## config.mk

```make
export PLATFORM = sky130hd
export DESIGN_NAME = cpt_ram
export DESIGN_NICKNAME = d
export VERILOG_FILES = /design/src/design/cpt_ram.sv
export SDC_FILE = /design/constraint.sdc
export NUM_CORES = 1
export LEC_CHECK = 0
export BUFFER_PORTS_ARGS = -buffer_cell sky130_fd_sc_hd__buf_4
export CAP_MARGIN = 20
export CORE_MARGIN = 2
export CORE_UTILIZATION = 55
export CTS_CLUSTER_DIAMETER = 100
export DETAILED_ROUTE_END_ITERATION = 8
export PLACE_DENSITY = 0.76
export SLEW_MARGIN = 20
export SYNTH_ARGS = -nofsm -noshare
export SYNTH_HDL_FRONTEND = slang
export SYNTH_SLANG_ARGS = --single-unit
```

## constraint.sdc

```tcl
create_clock -name clk -period 3.33 [get_ports clk]
set_input_delay 0.1665 -clock clk [delete_from_list [all_inputs] [get_ports clk]]
set_output_delay 0.1665 -clock clk [all_outputs]
set_load 0.03 [all_outputs]
```

## src/design/cpt_ram.sv

```systemverilog
// Generic simple dual-port RAM, one write and one registered read per cycle.
// No dependencies.
module cpt_ram #(
    parameter  int WIDTH = 32,
    parameter  int DEPTH = 16,
    localparam int AW    = (DEPTH > 1) ? $clog2(DEPTH) : 1
) (
    input  logic             clk,
    input  logic             we,
    input  logic [AW-1:0]    waddr,
    input  logic [WIDTH-1:0] wdata,
    input  logic [AW-1:0]    raddr,
    output logic [WIDTH-1:0] rdata
);

    logic [WIDTH-1:0] mem [DEPTH];

    always_ff @(posedge clk)
    begin
        if (we)
        begin
            mem[waddr] <= wdata;
        end
        rdata <= mem[raddr];
    end

endmodule

```

; After elaboration in Yosys (flattened, before gate mapping)
; Memory sizes are Yosys's and may differ from the RTL's. A register that Yosys moved wholly into a read port is not among the register bits.
; Index checks and enable logic that the tools add are counted.
[op_classes]
muxes = 2
[op_table]
columns = op, n
row1 = 1-bit two-way mux, 2
[word_totals]
reg_bits = 0
mem_count = 1
wordCells = 3
out_inout_bits = 32
ram_bits = 512
in_bits = 42
[mem_list]
columns = memory, depth, width, rd, rd_clocked_by_memory_dff, write_ports, line
row1 = mem, 16, 32, 1, 1, 1, 16  ; logic [WIDTH-1:0] mem [DEPTH];

; Longest topological paths before layout
; Gate-level depths: netlist (run 1).
[depth]
word_depth = 2
mapped_depth = 5
ltp_nobuf = 3

; Least setup slack after synthesis (run 1)
; No wires, ideal clock.
[synth_timing]
path_type = input to register
from = input port waddr[2]
to = memory mem[0][0], enable pin
path_buffers = 0
setup_ns = 0.461
setup_slack_ns = -0.016
arrival_ns = 2.885
stages = 2
required_ns = 2.869
cell_sequence = or3b_2 nor3_1
[synth_rtl]
columns = element, line
row1 = start: declaration, 10  ; input logic [AW-1:0] waddr,
row2 = end: declaration, 16
; Straight into the memory's write port.

; Final worst setup path (run 1)
[layout_timing]
from = input port waddr[2]
to = memory mem[9][17], enable pin
; Straight into the memory's write port.

==> results of run 1 <==
-- cells by family (layout without fill, tap and decap cells) --
kind of cell,Yosys count,in the layout,synth area share [%]
flip-flops,544,544,80.7
multiplexers,128,128,14.5
AO/OA/AOI/OAI,64,64,2.42
AND/OR/NAND/NOR,59,59,1.27
buffers and inverters,43,230,1.12
other,0,1,0
-- worst max path at each step --
stage / from / endpoint / slack, ps / cells after the start
2_1_floorplan: waddr[2] / mem[8][0]$_DFFE_PP_ / 280 / 2
3_3_place_gp: raddr[0] / rdata[2]$_DFF_P_ / 1290 / 5
3_5_place_dp: waddr[2] / mem[11][15]$_DFFE_PP_ / 1250 / 4
4_1_cts: raddr[0] / rdata[19]$_DFF_P_ / 1790 / 5
5_1_grt: raddr[0] / rdata[19]$_DFF_P_ / 1720 / 5
6_report: waddr[2] / mem[9][17]$_DFFE_PP_ / 1810 / 4
-- registers in the layout, summed over array words and instances (netlist names) --
register	flops
mem	512
rdata	32
-- per-stage QoR --
stage	instances	instance area, um^2	worst slack (ps)	hold WS [ps]	utilization [%]
after floorplan	838	19900	284	265	-
after global placement	1358	21200	1290	457	59.5
after detailed placement	1360	21200	1250	465	59.6
after CTS	1486	23200	1790	115	65.3
after global routing	1487	23200	1720	144	65.3
final	1487	23200	1810	132	65.3
-- power by group through the flow --
stage	Clock, mW	Combinational [mW]	Sequential (mW)
3_5_place_dp	0	0.792	7.85
5_1_grt	6.16	0.878	7.72
6_report	5.82	0.823	7.71
4_1_cts	5.89	0.831	7.71
3_3_place_gp	0	0.767	7.84
2_1_floorplan	0	0.368	7.93
-- final cells by class --
cell class | count | area [um^2] | share of cell area, %
Multi-Input combinational cell | 251 | 3760 | 16.2
Tap cell | 461 | 577 | 2.48
Antenna cell | 1 | 2.50 | 0.0108
Clock inverter | 28 | 299 | 1.29
Timing Repair Buffer | 136 | 1170 | 5.04
Sequential cell | 544 | 16000 | 69.0
Clock buffer | 66 | 1400 | 6.01
-- Yosys cell counts, drive strengths merged --
cell type and n:
dfxtp 32, buf 26, nand2 33, a22oi 64, nand2b 2, mux4 128
nand3 1, and2 1, nor2 13, nand3b 2, nor2b 2, clkbuf 17
nor3 4, edfxtp 512, or3b 1
-- metal layers --
layer / routed length (um) / share of wire, %
met5: 0 / 0
met4: 747 / 1.8
met3: 3420 / 8.3
met2: 20300 / 49
met1: 16800 / 41
-- what timing repair did --
item	in CTS	in global routing
hold endpoints to repair	512	0
setup buffers	0	0
hold buffers	32	0
gates resized for setup	0	0
-- critical path, stage by stage --
cell	delay, ps
buf_4	120
nand3b_1	360
nor2_4	550
buf_4	500
==> out/metrics.yaml, run 1 <==
power_and_ir_drop:
  clkPwrFrac_pct: 40.6
  switching_power_mw: 2.94
  p_comb_share_pct: 5.7
  power.total_mw: 14.4
  peakVddDrop_mv: 0.458
  p_seq_share_pct: 53.7
  p_per_area_nw_per_um2: 618
  p_leak_nw: 7.51
  internal-power_mw: 11.4
  switching_share_pct: 20.5
floorplan:
  die_y_um: 194
  io_pins: 74
  row_count: 69
  initial_core_util_pct: 55.8
  die_x_um: 194
  fp.coreArea_um2: 35600
  die-area_um2: 37600
setup_path:
  cp_max_fo: 22
  endpoint_kind: "register"
  r2r_setup_slack_ps: 1930
  critical_path_arrival_ps: 1710
  required_ps: 3520
  r2r_start: "mem[11][31]$_DFFE_PP_"
  critPathKind: "in2reg"
  regToRegEndpoint: "rdata[31]$_DFF_P_"
  crit_path_start_kind: "primary input"
  r2r_cells: 3
finish:
  fin_nets: 1026
  drive_gt1_share_pct: 31.9
  fillers: 2248
  final_cell_mix: "edfxtp_1, mux4_2, buf_4"
  area_delta_synth_final_pct: 16.9
  final_common_cell: "edfxtp_1"
global_route:
  use_met1_pct: 32.9
  top_usage_layer: "met2"
  grt_pass1_vias: 9803
  grt_overflow: 0
  antenna_found_initial: 1
  grt_max_degree: 41
  globalRouteTotalUtil_pct: 22.3
  grt_use_met2_pct: 35.7
  grt_first_pass_wirelength_um: 62300
  grtUsageMet3_pct: 4.19
synthesis:
  synth_seq_area_share_pct: 80.7
  syn_area_um2: 19900
  yosys-top-cells-area: "edfxtp_1, mux4_2, dfxtp_1"
  syn_nets: 880
  syn_avg_cell_area_um2: 23.7
  ys_ff_latch: 544
  syn_inst: 838
  yosysWarnings: 0
  synthDistinctLibCells: 18
  yosys.area.top_type: "edfxtp_1"
  synth.top_cell.area_share_pct: 77.4
cts:
  clk_pin_slew_ps: 60
  cts_tree: "yes"
  h-tree-depth: 2
  cts_root_buffer: "clkbuf_16"
  clock_latency_ps: 560
  clockBufferDepth: 3
  cts_buffers: 51
  cts.sinks: 544
worst_hold_path:
  whs_path_depth: 4
  hp-start: "raddr[3]"
  min_path_type: "in2reg"
  hold_end: "rdata[26]$_DFF_P_"
timing:
  clock-skew-final_ps: 17.4
  fin_setup_tns_ps: 0
  tightest_slew_ps: 1030
  min_period_ps: 1520
  finalSetupViolations: 0
  relSlewSlack_pct: 31.1
  timing.fmax_mhz: 658
  finalCritPeriodShare_pct: 45.6
  rsz0062_at_grt: "false"
  slew_viol_final: 0
  hold_violations: 0
placement:
  place_congestion: 0.702
  hpwl_um: 21000
  portBuffers: 73
route:
  drtAntennaViolNets: 0
  post_drt_via_cell_ratio: 6.24
  totalWireLength_um: 41300
  via_count: 9274
  avgRoutedWirePerCell_um: 27.8
  drc: 0
  drt_iter0_drc: 1075
  drt_pass1_iterations: 5
outcome:
  outcome: "completed"
flow_run:
  maxCapViolCount: 0
(Power assumes the default switching activity.)
==> inputs of run 2 (changes only) <==
PLACE_DENSITY = 0.73   (was 0.76)
clock period = 1.6 ns   (was 3.33 ns; I/O delays follow)
==> out/metrics.yaml, run 2 (synthesis gave the netlist of run 1 again) <==
timing:
  rsz0062_at_grt: "false"
  slew_viol_final: 0
  fin_setup_tns_ps: 0
  tightest_slew_ps: 906
  relSlewSlack_pct: 39.5
  finalCritPeriodShare_pct: 86.6
  min_period_ps: 1390
  finalSetupViolations: 0
  hold_violations: 0
  clock-skew-final_ps: 9.87
  timing.fmax_mhz: 721
setup_path:
  critPathKind: "reg2reg"
  endpoint_kind: "register"
  critPathTopFamily: "multiplexers"
  crit_slowest_cell: "mux4_2"
  required_ps: 2050
  critical_path_arrival_ps: 1840
  crit_buf_inv: 0
  path_cells: "mux4_2 -> a22oi_1 -> nand2_1"
  cp_max_fo: 1
  max_stage_delay_ps: 540
  crit_path_start_kind: "register"
worst_hold_path:
  min_path_type: "in2reg"
power_and_ir_drop:
  p_seq_share_pct: 53.8
  internal-power_mw: 23.8
  p_leak_nw: 7.82
  switching_power_mw: 6.06
  switching_share_pct: 20.3
  p_per_area_nw_per_um2: 1250
  clkPwrFrac_pct: 40.2
  peakVddDrop_mv: 1.12
  p_comb_share_pct: 6.1
finish:
  post-route-util_pct: 67.2
  final_common_cell: "edfxtp_1"
  drive_gt1_share_pct: 34.4
  final_cell_mix: "edfxtp_1, mux4_2, buf_4"
  largest_reg_flops: 512
  fillers: 2203
  top_register: "mem"
  antenna_cells: 0
  fin_nets: 1067
  area_delta_synth_final_pct: 20.3
  reg.largest.list: "mem (512), rdata (32)"
placement:
  place_congestion: 0.743
  hpwl_um: 23500
  portBuffers: 73
flow_run:
  maxCapViolCount: 0
floorplan:
  io_pins: 74
  die_y_um: 194
  die_x_um: 194
  fp.coreArea_um2: 35600
  initial_core_util_pct: 55.8
  die-area_um2: 37600
  row_count: 69
route:
  post_drt_via_cell_ratio: 6.09
  drt_pass1_iterations: 5
  totalWireLength_um: 41100
  via_count: 9303
  drc: 0
  avgRoutedWirePerCell_um: 26.9
  drtAntennaViolNets: 0
  drt_iter0_drc: 894
cts:
  cts_root_buffer: "clkbuf_16"
  postCtsSetupRepairBufs: 0
  h-tree-depth: 2
  clk_pin_slew_ps: 60
  clock_latency_ps: 570
  post_cts_resized: 0
  cts_tree: "yes"
  cts_hold_buf: 32
  cts_buffers: 51
  clockBufferDepth: 3
  cts.sinks: 544
global_route:
  globalRouteTotalUtil_pct: 22.3
  grt_pass1_vias: 9775
  grt_first_pass_wirelength_um: 61700
  antenna_found_initial: 0
  grt_max_degree: 40
  grt_overflow: 0
outcome:
  outcome: "completed"
-- run 2: changes by cell type in the layout (fill, tap and decap cells not counted), moves of 2 or more --
cell,change
buf_12,+28
buf_4,+12
nor3_2,-3
nor3_4,+3
clkbuf_1,+2
clkbuf_16,-2
clkinv_2,+2
clkinvlp_4,-2
inv_6,+2
-- run 2: power by group through the flow --
| stage | registers, mW | logic (mW) | clock network (mW) |
|---|---|---|---|
| finish | 16.0 | 1.82 | 12.0 |
| global route | 16.1 | 1.94 | 12.7 |
| CTS | 16.0 | 1.84 | 12.2 |
| detailed placement | 16.3 | 1.76 | 0 |
| global placement | 16.3 | 1.73 | 0 |
| floorplan | 16.5 | 0.770 | 0 |
-- run 2: routing by layer --
layer / GRT usage [%] / up-vias / share of wire [%]
met3: 3.57 / 80 / 6.7
met2: 36.7 / 381 / 50
li1: - / 3951 / -
met5: 0 / - / 0
met4: 7.21 / 0 / 2.8
met1: 31.2 / 4891 / 40
-- run 2: per-stage QoR --
step                      hold slack, ps  instances  power (mW)  setup WS, ps  area, um^2
after global placement               374       1400        18.1         -61.2       21900
final                               93.9       1528        29.8           214       23900
after floorplan                      179        838        17.3          -508       19900
after global routing                87.6       1528        30.7           158       23900
after CTS                           78.0       1528        30.1           231       23900
after detailed placement             382       1401        18.1         -25.5       21900
-- run 2: layout make-up --
cell class,instances,area (um^2),area share [%]
Tap cell,461,577,2.41
Multi-Input combinational cell,251,3780,15.8
Clock inverter,30,333,1.39
Timing Repair Buffer,177,1850,7.74
Sequential cell,544,16000,67.0
Clock buffer,65,1340,5.60
-- run 2: final timing paths --
check	cells after the start	slack, ps	from	end
setup / recovery	3	210	mem[3][16]$_DFFE_PP_	rdata[16]$_DFF_P_
hold / removal	3	90	waddr[1]	mem[4][4]$_DFFE_PP_
setup reg to reg	3	210	mem[3][16]$_DFFE_PP_	rdata[16]$_DFF_P_
hold reg to reg	3	660	mem[12][27]$_DFFE_PP_	rdata[27]$_DFF_P_
-- run 2: worst register-to-register path, delay by kind of cell (launching register included) --
kind	cells	cell delay [ps]
flops	1	410
compound gates	1	240
mux	1	540
simple gates	1	90
